===== src/design/bxds_pkg.sv =====
`default_nettype none

package bxds_pkg;

    // Channels per pixel and bits per sample.
    localparam int NCH   = 4;
    localparam int PIX_W = 8;

    // Defaults for the top-level sizing parameters.
    localparam int DEF_MAX_WIDTH  = 2048;
    localparam int DEF_MAX_HEIGHT = 4096;
    localparam int DEF_MAX_SCALE  = 16;

    // Stream payload widths.
    localparam int IN_W      = NCH * PIX_W;
    localparam int OUT_COL_W = 11;
    localparam int OUT_ROW_W = 12;
    localparam int OUT_W     = 56;

    // Configuration register widths.
    localparam int SX_W = 5;
    localparam int SY_W = 5;
    localparam int IW_W = 12;
    localparam int IH_W = 13;
    localparam int NC_W = 3;

    localparam int CFG_IDX_W  = 3;
    localparam int CFG_DATA_W = 13;

    // Register indexes.
    localparam logic [CFG_IDX_W-1:0] CFG_SCALE_X       = 3'd0;
    localparam logic [CFG_IDX_W-1:0] CFG_SCALE_Y       = 3'd1;
    localparam logic [CFG_IDX_W-1:0] CFG_IMAGE_WIDTH   = 3'd2;
    localparam logic [CFG_IDX_W-1:0] CFG_IMAGE_HEIGHT  = 3'd3;
    localparam logic [CFG_IDX_W-1:0] CFG_CHANNEL_COUNT = 3'd4;

    // Register reset values.
    localparam logic [SX_W-1:0] RST_SCALE_X       = 5'd2;
    localparam logic [SY_W-1:0] RST_SCALE_Y       = 5'd2;
    localparam logic [IW_W-1:0] RST_IMAGE_WIDTH   = 12'd640;
    localparam logic [IH_W-1:0] RST_IMAGE_HEIGHT  = 13'd480;
    localparam logic [NC_W-1:0] RST_CHANNEL_COUNT = 3'd3;

    typedef struct packed {
        logic rd_en;
        logic wr_en;
    } mem_ctl_t;

    typedef struct packed {
        logic busy;
        logic done;
    } div_stat_t;

endpackage

`default_nettype wire


===== src/design/bxds_div.sv =====
`default_nettype none

module bxds_div #(
    parameter int NUM_W = 16,
    parameter int DEN_W = 9
) (
    input  wire logic                                          aclk,
    input  wire logic                                          aresetn,
    input  wire logic                                          start,
    input  wire logic [bxds_pkg::NCH-1:0][NUM_W-1:0]           num,
    input  wire logic [DEN_W-1:0]                              den,
    output bxds_pkg::div_stat_t                                stat,
    output logic      [bxds_pkg::NCH-1:0][bxds_pkg::PIX_W-1:0] mean
);
    import bxds_pkg::*;

    localparam int CNT_W = $clog2(NUM_W + 1);

    logic [CNT_W-1:0]              cnt_reg;
    logic                          done_reg;
    logic [DEN_W-1:0]              den_reg;
    logic [NCH-1:0][DEN_W-1:0]     rem_reg;
    logic [NCH-1:0][NUM_W-1:0]     quo_reg;
    logic [NCH-1:0][DEN_W-1:0]     rem_next;
    logic [NCH-1:0][NUM_W-1:0]     quo_next;
    logic [DEN_W:0]                shifted;

    // One restoring step per cycle in each lane; the numerator shifts out of
    // the quotient register as the quotient bits shift in.
    always_comb begin
        shifted = '0;
        for (int c = 0; c < NCH; c++) begin
            shifted = {rem_reg[c], quo_reg[c][NUM_W-1]};
            if (shifted >= {1'b0, den_reg}) begin
                rem_next[c] = DEN_W'(shifted - {1'b0, den_reg});
                quo_next[c] = {quo_reg[c][NUM_W-2:0], 1'b1};
            end else begin
                rem_next[c] = shifted[DEN_W-1:0];
                quo_next[c] = {quo_reg[c][NUM_W-2:0], 1'b0};
            end
        end
    end

    always_ff @(posedge aclk) begin
        if (!aresetn) begin
            cnt_reg  <= '0;
            done_reg <= 1'b0;
        end else begin
            done_reg <= (cnt_reg == CNT_W'(1));
            if (start) begin
                cnt_reg <= CNT_W'(NUM_W);
            end else if (cnt_reg != '0) begin
                cnt_reg <= cnt_reg - 1'b1;
            end
        end
    end

    always_ff @(posedge aclk) begin
        if (start) begin
            den_reg <= den;
            rem_reg <= '0;
            quo_reg <= num;
        end else if (cnt_reg != '0) begin
            rem_reg <= rem_next;
            quo_reg <= quo_next;
        end
    end

    // Means above full scale saturate.
    always_comb begin
        for (int c = 0; c < NCH; c++) begin
            if (quo_reg[c] > NUM_W'({PIX_W{1'b1}})) begin
                mean[c] = {PIX_W{1'b1}};
            end else begin
                mean[c] = quo_reg[c][PIX_W-1:0];
            end
        end
    end

    assign stat.busy = (cnt_reg != '0);
    assign stat.done = done_reg;

endmodule

`default_nettype wire


===== config.mk =====
export PLATFORM = sky130hd
export DESIGN_NAME = bxds_div
export DESIGN_NICKNAME = d
export VERILOG_FILES = /design/src/design/bxds_pkg.sv /design/src/design/bxds_div.sv
export SDC_FILE = /design/constraint.sdc
export NUM_CORES = 1
export LEC_CHECK = 0
export BUFFER_PORTS_ARGS = -buffer_cell sky130_fd_sc_hd__buf_2
export CAP_MARGIN = 15
export CORE_ASPECT_RATIO = 1.4
export CORE_MARGIN = 3
export CORE_UTILIZATION = 57
export DETAILED_ROUTE_END_ITERATION = 10
export HOLD_SLACK_MARGIN = 0.12
export PLACE_DENSITY_LB_ADDON = 0.12
export SYNTH_ARGS = -nofsm -noshare
export SYNTH_HDL_FRONTEND = slang
export SYNTH_SLANG_ARGS = --single-unit

===== constraint.sdc =====
create_clock -name aclk -period 3.22 [get_ports aclk]
set_input_delay 0.161 -clock aclk [delete_from_list [all_inputs] [get_ports aclk]]
set_output_delay 0.161 -clock aclk [all_outputs]
set_load 0.01 [all_outputs]

==> flow_summary.ini, run 1 <==
[worst_setup_path]
crit_top_cell = inv_1
critPathMaxStageDelay_ns = 0.43
slowest_stage = a2111oi_0
worst_ep_required_time_ns = 3.49
timing.critical_path.buf_inv = 2
crit_chain = inv_1 -> ha_1 -> inv_1 -> fa_1 -> a21o_2 -> a221oi_4 -> o22ai_2 -> nor2_4 -> nor2_1 -> a2111oi_0
critPathKind = reg -> reg
cp_max_fo = 13
arrival_ns = 3.14
end_kind = flop
start_kind = flop
cpLargestDelayFamily = compound AO/OA/AOI/OAI gates

[timing]
slew_headroom = 0.386
setup_tns_ns = 0
rsz0062_at_grt = no
slew_viol_final = 0
hold_ws_ns = 0.477
period_minus_slack_ns = 2.87
finalHoldViolCount = 0
tightest_slew_ns = 0.915
fin_skew_ns = 0.00988
max_freq_mhz = 349
fin_crit_sh = 0.891
finalSetupViolations = 0

[cts]
cts_setup_buffers = 0
clk_path_buf_depth = 2
clkTransAtPathRegs_ns = 0.06
clk_latency_ns = 0.41
cts_root_buffer = clkbuf_16
htree_levels = 4
cts_buffers = 17
cts_tree = built
cts_sinks = 115

[synth]
synth_warnings = 0
yosys-top-cells-count = edfxtp_1, mux2_2, nor2_1, dfxtp_1, ha_1
yosysMostFrequentCell = edfxtp_1
ys_dominant_reg_cell = edfxtp_1
synth.area.top_cells = edfxtp_1, dfxtp_1, mux2_2, ha_1, or2_2
synthesis.nets = 728
syn_inst = 610
yosysSeqAreaShare = 0.454
synth.avg_cell_area_um2 = 11.0
synth_area_leader_cell = edfxtp_1
synth_cell_types = 63
async_flop_share = 0
synth_edf_count = 73
yosys.area.top_type_share = 0.328
synth_seq_cells = 115
syn_area_um2 = 6680

[cells_and_area]
largest_reg_flops = 64
finish.utilization = 0.774
stdcell_count = 959
seq_area_um2 = 3030
fillerInstances = 706
area_delta_synth_final_pct = 32.0
drive_gt1_frac = 0.321
nets = 918
multi_input_area_um2 = 3410

[placement]
portBuffers = 109
dp_hpwl_um = 11000
place.gp.congestion = 0.894
dpl.cell_count = 850

[floorplanning]
num_rows = 46
die-area_um2 = 13100
start_util = 0.586
fp.dieH_um = 134
die_width_um = 97.5
boundaryPins = 110
fp.coreArea_um2 = 11400

[global_route]
grt_pass1_wl_um = 30700
grt_use_total = 0.299
grt_max_degree = 81
met3_usage = 0.0640
met2_usage = 0.532
first_global_vias = 5996
gr-max-usage-layer = met2
use_met1 = 0.342
antenna_found_initial = 0
grt_overflow_total = 0

[drt]
routedWlPerCell_um = 20.1
via_per_inst = 5.97
antenna_left = 0
finalWirelength_um = 19200
first_pass_iters = 5
via_count = 5725
dr.first_iter.drc_count = 328
drc_errors = 0

[run_status]
status = finished, final reports clean

[power]
total_power_mw = 7.26
peakVddDrop_mv = 0.431
p_per_area_nw_per_um2 = 823
p_leak_nw = 3.63

[flow_run]
drv_cap = 0

[hold_path]
hold_class = in -> reg
## layout make-up
type | instances | share of cell area
clock inverter | 15 | 0.0287
inverter | 36 | 0.0153
tap | 144 | 0.0204
multi-input combinational | 437 | 0.387
sequential | 115 | 0.344
clock buffer | 17 | 0.0482
antenna | 2 | 0.000567
timing repair buffer | 193 | 0.156
## metrics by stage
stage	area, um^2	setup WS (ns)
after floorplan	6680	0.412
after global placement	7390	0.484
after detailed placement	7390	0.381
after CTS	8820	0.371
after global routing	8820	0.0823
final	8820	0.352
## cell families (layout without fill, tap and decap cells)
| logic type | after synthesis | count (layout) | synth area share |
|---|---|---|---|
| mux | 78 | 78 | 0.129 |
| fa+ha+maj | 42 | 42 | 0.0832 |
| xor+xnor | 22 | 22 | 0.0288 |
| compound gates | 122 | 122 | 0.133 |
| simple gates | 173 | 173 | 0.136 |
| buf+inv | 58 | 261 | 0.0354 |
| other cells | 0 | 2 | 0 |
| flops | 115 | 115 | 0.454 |
## repair_timing
item	4_1_cts	5_1_grt
hold buffers	75	0
endpoints found under the hold margin	80	0
resized for setup	0	0
## placed cells by master (no fill, tap or decap), types with 17 or more instances in the layout
cell,netlist,layout
a211oi_1,22,22
a21oi_1,22,22
buf_2,6,108
clkbuf_16,0,17
dfxtp_1,42,42
dlygate4sd3_1,0,75
edfxtp_1,73,73
ha_1,38,38
inv_1,36,35
mux2_2,64,64
nand2_1,32,32
nor2_1,45,45
or2_2,33,33
## metal layers
| layer | share of wire | up-vias |
|---|---|---|
| met3 | 0.057 | 56 |
| met4 | 0.031 | 0 |
| met5 | 0 | - |
| met2 | 0.53 | 227 |
| li1 | - | 2658 |
| met1 | 0.38 | 2784 |
## where the power goes
part	internal [mW]	switching (mW)
logic	1.21	1.47
registers	2.05	0.322
clock network	1.46	0.741
## path summary, 6_finish.rpt
check	start	to	slack, ns	cells after the start
setup / recovery	quo_reg[31]	rem_reg[14]	0.35	10
hold / removal	den[7]	den_reg[7]	0.48	2
setup reg to reg	quo_reg[31]	rem_reg[14]	0.35	10
hold reg to reg	rem_reg[17]	rem_reg[17]	0.49	1
No activity file was read; power rests on OpenSTA's default activity.
==> run 2: changes to the inputs <==
--- a/config.mk
+++ b/config.mk
@@ -5,11 +5,12 @@
 export SDC_FILE = /design/constraint.sdc
 export NUM_CORES = 1
 export LEC_CHECK = 0
+export ABC_AREA = 1
 export BUFFER_PORTS_ARGS = -buffer_cell sky130_fd_sc_hd__buf_2
 export CAP_MARGIN = 15
 export CORE_ASPECT_RATIO = 1.4
 export CORE_MARGIN = 3
-export CORE_UTILIZATION = 57
+export CORE_UTILIZATION = 58
 export DETAILED_ROUTE_END_ITERATION = 10
 export HOLD_SLACK_MARGIN = 0.12
 export PLACE_DENSITY_LB_ADDON = 0.12
==> run 2 against run 1 <==
Effect of this change: design area is 3.3% higher; critical path type unchanged; first-iteration DRC count is 53% higher; core utilization fell by 1.1 points; fmax grew 22%; non-clock buffer count decreased by 7; critical path depth increased by 3; cell count is 36% higher; clock power shrank 12%; largest cell class unchanged; sequential share of layout area fell by 1.1 points; via count is 19% higher.
==> flow_summary.ini, run 2 <==
[run_status]
status = finished, final reports clean

[cells_and_area]
diodes = 0
nets = 1264
fillerInstances = 855
largest_reg_flops = 64
stdcell_count = 1306
seq_area_um2 = 3030
multi_input_area_um2 = 3370
final_common_cell = nand2_1
area_delta_synth_final_pct = 27.3
layout_common_cells = nand2_1, inv_1, buf_2
drive_gt1_frac = 0.153

[worst_setup_path]
arrival_ns = 2.71
crit_chain = inv_1 -> ha_1 -> inv_1 -> fa_1 -> nand3_1 -> nand2_1 -> nand2_1 -> nand2_1 -> nand2_1 -> nand2_1 -> nand2_1 -> nand3_1 -> nand2_1
timing.reg2reg.setup_slack_ns = 0.87
worst_ep_required_time_ns = 3.58
crit_top_cell = nand2_1
end_kind = flop
slowest_stage = fa_1
start_kind = flop
r2r.worst_path.cells = 13
critPathKind = reg -> reg
worstSetupEndpoint = rem_reg[24]
r2r_start = quo_reg[47]
startpoint = quo_reg[47]
rr_endpoint = rem_reg[24]
critPathMaxStageDelay_ns = 0.40
cp_max_fo = 11

[drt]
drc_errors = 0
via_per_inst = 5.23
dr.first_iter.drc_count = 502
via_count = 6830
routedWlPerCell_um = 14.5
first_pass_iters = 5
finalWirelength_um = 19000
antenna_left = 0

[placement]
place_ws_ns = 0.971
portBuffers = 109
place.gp.congestion = 0.914
dpl.cell_count = 1204
dp_hpwl_um = 11400

[floorplanning]
die-area_um2 = 13700
num_rows = 47
start_util = 0.599
fp.dieH_um = 137
fp.coreArea_um2 = 11900
boundaryPins = 110
die_width_um = 99.9

[power]
internal-power_mw = 4.34
peakVddDrop_mv = 0.472
p_switching_mw = 2.89
p_per_area_nw_per_um2 = 794
p_leak_nw = 4.55
total_power_mw = 7.23
seq_power_share = 0.312
power.share.clock = 0.266
switching_share = 0.400
pwr-share-comb = 0.421

[synth]
synth_area_leader_cell = edfxtp_1
synth.area.top_cells = edfxtp_1, nand2_1, dfxtp_1, inv_1, ha_1
yosysSeqAreaShare = 0.424
ys_dominant_reg_cell = edfxtp_1
synth_warnings = 0
synth_cell_types = 36
synth_seq_cells = 115
yosysMostFrequentCell = nand2_1
async_flop_share = 0
synth.avg_cell_area_um2 = 7.40
yosys-top-cells-count = nand2_1, inv_1, nand3_1, edfxtp_1, o21ai_0
synth_edf_count = 73
syn_area_um2 = 7150
yosys.area.top_type_share = 0.306
synthesis.nets = 1084
syn_inst = 966

[timing]
fin_skew_ns = 0.00741
finalSetupViolations = 0
slew_headroom = 0.387
finalHoldViolCount = 0
setup_tns_ns = 0
tightest_slew_ns = 0.912
period_minus_slack_ns = 2.35
slew_viol_final = 0
rsz0062_at_grt = no
fin_ws_ns = 0.867
max_freq_mhz = 425
fin_crit_sh = 0.731

[cts]
cts_root_buffer = clkbuf_16
clkTransAtPathRegs_ns = 0.06
clk_latency_ns = 0.42
cts_sinks = 115
htree_levels = 4
cts_buffers = 17
clk_path_buf_depth = 2
cts_tree = built
cts_resized = 0

[global_route]
antenna_found_initial = 0
grt_pass1_wl_um = 31100
first_global_vias = 6710
grt_max_degree = 82
grt_use_total = 0.286
grt_overflow_total = 0

[flow_run]
drv_cap = 0

[hold_path]
hold_class = in -> reg
==> run 2: changes by cell type after synthesis, moves of 11 or more <==
cell and delta:
o21ai_0 +40, nand2_1 +321, a211oi_1 -22, mux2_2 -64, nand3b_1 +13, a21o_1 -11
nor2_1 -13, inv_1 +127, nand3_1 +68, or2_2 -32, mux2i_1 -14
==> run 2: cell families after synthesis <==
| logic type | Yosys count | share of synthesized area |
|---|---|---|
| AOI/OAI and AO/OA | 86 | 0.0623 |
| xor gates and xnor gates | 14 | 0.0171 |
| adders and majority gates | 42 | 0.0777 |
| buffers and inverters | 191 | 0.105 |
| DFF | 115 | 0.424 |
| and+or+nand+nor | 518 | 0.314 |
==> run 2: metal layers <==
| layer | track usage | part of all wire | vias to the layer above |
|---|---|---|---|
| met3 | 0.0638 | 0.053 | 60 |
| li1 | - | - | 3429 |
| met1 | 0.324 | 0.39 | 3105 |
| met4 | 0.125 | 0.037 | 0 |
| met5 | 0 | 0 | - |
| met2 | 0.513 | 0.52 | 236 |
==> run 2: power by group through the flow <==
stage / Combinational (mW) / Clock (mW) / Sequential (mW)
detailed placement: 2.92 / 0 / 2.27
global placement: 2.89 / 0 / 2.27
finish: 3.05 / 1.93 / 2.26
global route: 3.48 / 2.01 / 2.31
CTS: 3.02 / 1.95 / 2.25
floorplan: 2.39 / 0 / 2.21
==> run 2: cell type report <==
| type | instances | area share |
|---|---|---|
| Inverter | 166 | 0.0684 |
| Sequential cell | 115 | 0.333 |
| Timing Repair Buffer | 186 | 0.143 |
| Clock inverter | 15 | 0.0190 |
| Tap cell | 147 | 0.0202 |
| Clock buffer | 17 | 0.0467 |
| Multi-Input combinational cell | 660 | 0.370 |
==> run 2: metrics by stage <==
step | utilization | hold WS (ns) | area, um^2
after floorplan | - | 0.260 | 7150
after global placement | 0.654 | 0.338 | 7810
after detailed placement | 0.654 | 0.339 | 7810
after CTS | 0.763 | 0.136 | 9110
after global routing | 0.763 | 0.159 | 9110
final | 0.763 | 0.129 | 9110
==> run 2: repair_timing <==
action                     in CTS  in global routing
setup buffers                   0                  0
hold buffers                   70                  0
setup endpoints to repair       0                  0
hold endpoints to repair       71                  0
==> run 2: worst min-delay path by stage <==
stage          slack (ns)          end  cells after the start     from
6_report             0.13   quo_reg[0]                      3   num[0]
5_1_grt              0.16  quo_reg[48]                      3  num[48]
4_1_cts              0.14   quo_reg[0]                      3   num[0]
3_5_place_dp         0.34   den_reg[4]                      1   den[4]
3_3_place_gp         0.34   den_reg[3]                      1   den[3]
2_1_floorplan        0.26   den_reg[0]                      0   den[0]
==> run 2: worst max-delay path: cells and delay by family, from the launching register on <==
| kind | cells | cell delay (ns) |
|---|---|---|
| DFF | 1 | 0.35 |
| and+or+nand+nor | 9 | 1.21 |
| buffers and inverters | 2 | 0.18 |
| adders and majority gates | 2 | 0.56 |
==> run 3: changes to the inputs <==
--- a/config.mk
+++ b/config.mk
@@ -10,7 +10,7 @@
 export CAP_MARGIN = 15
 export CORE_ASPECT_RATIO = 1.4
 export CORE_MARGIN = 3
-export CORE_UTILIZATION = 58
+export CORE_UTILIZATION = 52
 export DETAILED_ROUTE_END_ITERATION = 10
 export HOLD_SLACK_MARGIN = 0.12
 export PLACE_DENSITY_LB_ADDON = 0.12
==> constraint.sdc (replaced) <==
create_clock -name aclk -period 1.9 [get_ports aclk]
set_input_delay 0.095 -clock aclk [delete_from_list [all_inputs] [get_ports aclk]]
set_output_delay 0.095 -clock aclk [all_outputs]
set_load 0.01 [all_outputs]
==> run 3 against run 2 <==
Effect of this change: the flow now finishes with violations (setup timing); setup slack got worse by 0.97 ns; design area increased by 13%; fmax increased by 17%; power increased by 91%; register-to-register slack got worse by 0.97 ns; core utilization increased by 0.25 points; flip-flop and latch count unchanged; clock power increased by 56%; critical endpoint is now rem_reg[8]; critical path type unchanged; worst hold slack got worse by 0.0091 ns; critical path depth decreased by 1.
==> flow_summary.ini, run 3 (synthesized netlist as in run 2, its figures left out) <==
[cells_and_area]
nets = 1343
layout_common_cells = nand2_1, inv_1, buf_2
drive_gt1_frac = 0.275
final_cell_area_um2 = 10300
stdcell_count = 1420
area_delta_synth_final_pct = 43.9
largest_reg_flops = 64
finish.utilization = 0.765
diodes = 0
final_common_cell = nand2_1

[worst_setup_path]
critPathKind = reg -> reg
end_kind = flop
r2r.worst_path.cells = 12
r2r_start = den_reg[1]
rr_endpoint = rem_reg[8]
arrival_ns = 2.30
crit_chain = clkinvlp_4 -> buf_8 -> fa_2 -> nand2_2 -> nand3_2 -> nand2_4 -> buf_6 -> nand3_1 -> nand2_1 -> inv_1 -> nand2_1 -> nand2_1
critPathMaxStageDelay_ns = 0.42
crit_top_cell = nand2_1
cp_max_fo = 6
slowest_stage = fa_2
timing.reg2reg.setup_slack_ns = -0.10
start_kind = flop
worst_ep_required_time_ns = 2.20

[global_route]
grt_use_total = 0.268
grt_overflow_total = 0
grt_max_degree = 47
antenna_found_initial = 0
first_global_vias = 7184
grt_pass1_wl_um = 33100

[cts]
cts_buffers = 17
htree_levels = 4
cts_root_buffer = clkbuf_16
cts_sinks = 115
clkTransAtPathRegs_ns = 0.06
clk_path_buf_depth = 2
cts_tree = built
clk_latency_ns = 0.41

[run_status]
status = finished with violations
failed_checks = setup timing

[timing]
slew_headroom = 0.743
period_minus_slack_ns = 2.00
max_freq_mhz = 499
finalHoldViolCount = 0
fin_skew_ns = 0.00741
tightest_slew_ns = 0.385
fin_ws_ns = -0.103
hold_ws_ns = 0.119
fin_crit_sh = 1.05
slew_viol_final = 0
finalSetupViolations = 9
rsz0062_at_grt = yes

[placement]
portBuffers = 109
place.gp.congestion = 0.906
dpl.cell_count = 1293
dpl_cell_area_um2 = 8360
dp_hpwl_um = 12600

[floorplanning]
fp.dieH_um = 145
num_rows = 50
fp.coreArea_um2 = 13500
start_util = 0.532
die-area_um2 = 15200
boundaryPins = 110
die_width_um = 105

[hold_path]
min_from = num[16]
hold_end = quo_reg[16]
hold_class = in -> reg
hold_depth = 3

[drt]
via_count = 7255
routedWlPerCell_um = 14.7
dr.first_iter.drc_count = 528
drc_errors = 0
via_per_inst = 5.11
first_pass_iters = 5
antenna_left = 0
finalWirelength_um = 20800

[power]
p_leak_nw = 5.08
p_per_area_nw_per_um2 = 1340
total_power_mw = 13.8
peakVddDrop_mv = 0.710

[flow_run]
drv_cap = 0
==> run 3: layer usage <==
metal  vias up  part of all wire  GRT usage
met5         -                 0          0
met4         0             0.039      0.124
met3        69             0.050     0.0497
met2       248              0.52      0.487
met1      3356              0.39      0.305
li1       3582                 -          -
==> run 3: worst max path at each step <==
stage                startpoint          end  slack (ns)  cells past startpoint
finish               den_reg[1]   rem_reg[8]       -0.10                     12
floorplan            cnt_reg[3]   quo_reg[0]       -0.41                      5
detailed placement  quo_reg[63]  quo_reg[48]       -0.09                     10
global route         den_reg[1]   rem_reg[8]       -0.26                     12
CTS                  den_reg[1]  rem_reg[16]       -0.03                     12
global placement     den_reg[0]  rem_reg[14]       -0.05                     12
==> run 3: area by class of cell <==
| type | count | area (um^2) |
|---|---|---|
| multi-input cells | 662 | 3830 |
| fillers | 945 | 3150 |
| flip-flops and latches | 115 | 3040 |
| repair buffers | 263 | 2020 |
| inverters | 166 | 631 |
| clock buffers | 17 | 425 |
| well taps | 182 | 228 |
| clock inverters | 15 | 123 |
==> run 3: repair_timing <==
| item | in CTS | in global routing |
|---|---|---|
| pin swaps | 6 | 41 |
| cloned | 3 | 1 |
| endpoints found under the hold margin | 78 | 0 |
| buffers inserted | 6 | 12 |
| setup endpoints to repair | 48 | 53 |
| gates resized for setup | 29 | 91 |
| hold buffers | 73 | 0 |
==> run 3: critical path, delay by kind of cell (launching register included) <==
kind / cells / cell delay, ns
buf+inv: 4 / 0.49
flops: 1 / 0.38
simple gates: 7 / 0.60
fa+ha+maj: 1 / 0.42
==> run 3: where the power goes <==
part	internal [mW]	total (mW)	switching, mW
sequential	3.41	3.85	0.443
clock	1.70	3.01	1.31
combinational	2.99	6.97	3.98
total	8.10	13.8	5.74
==> run 3: stage by stage <==
stage | setup slack [ns] | TNS (ns)
CTS | -0.0340 | -0.113
finish | -0.103 | -0.285
detailed placement | -0.0856 | -1.74
global route | -0.264 | -4.40
floorplan | -0.411 | -27.48
global placement | -0.0450 | -0.334
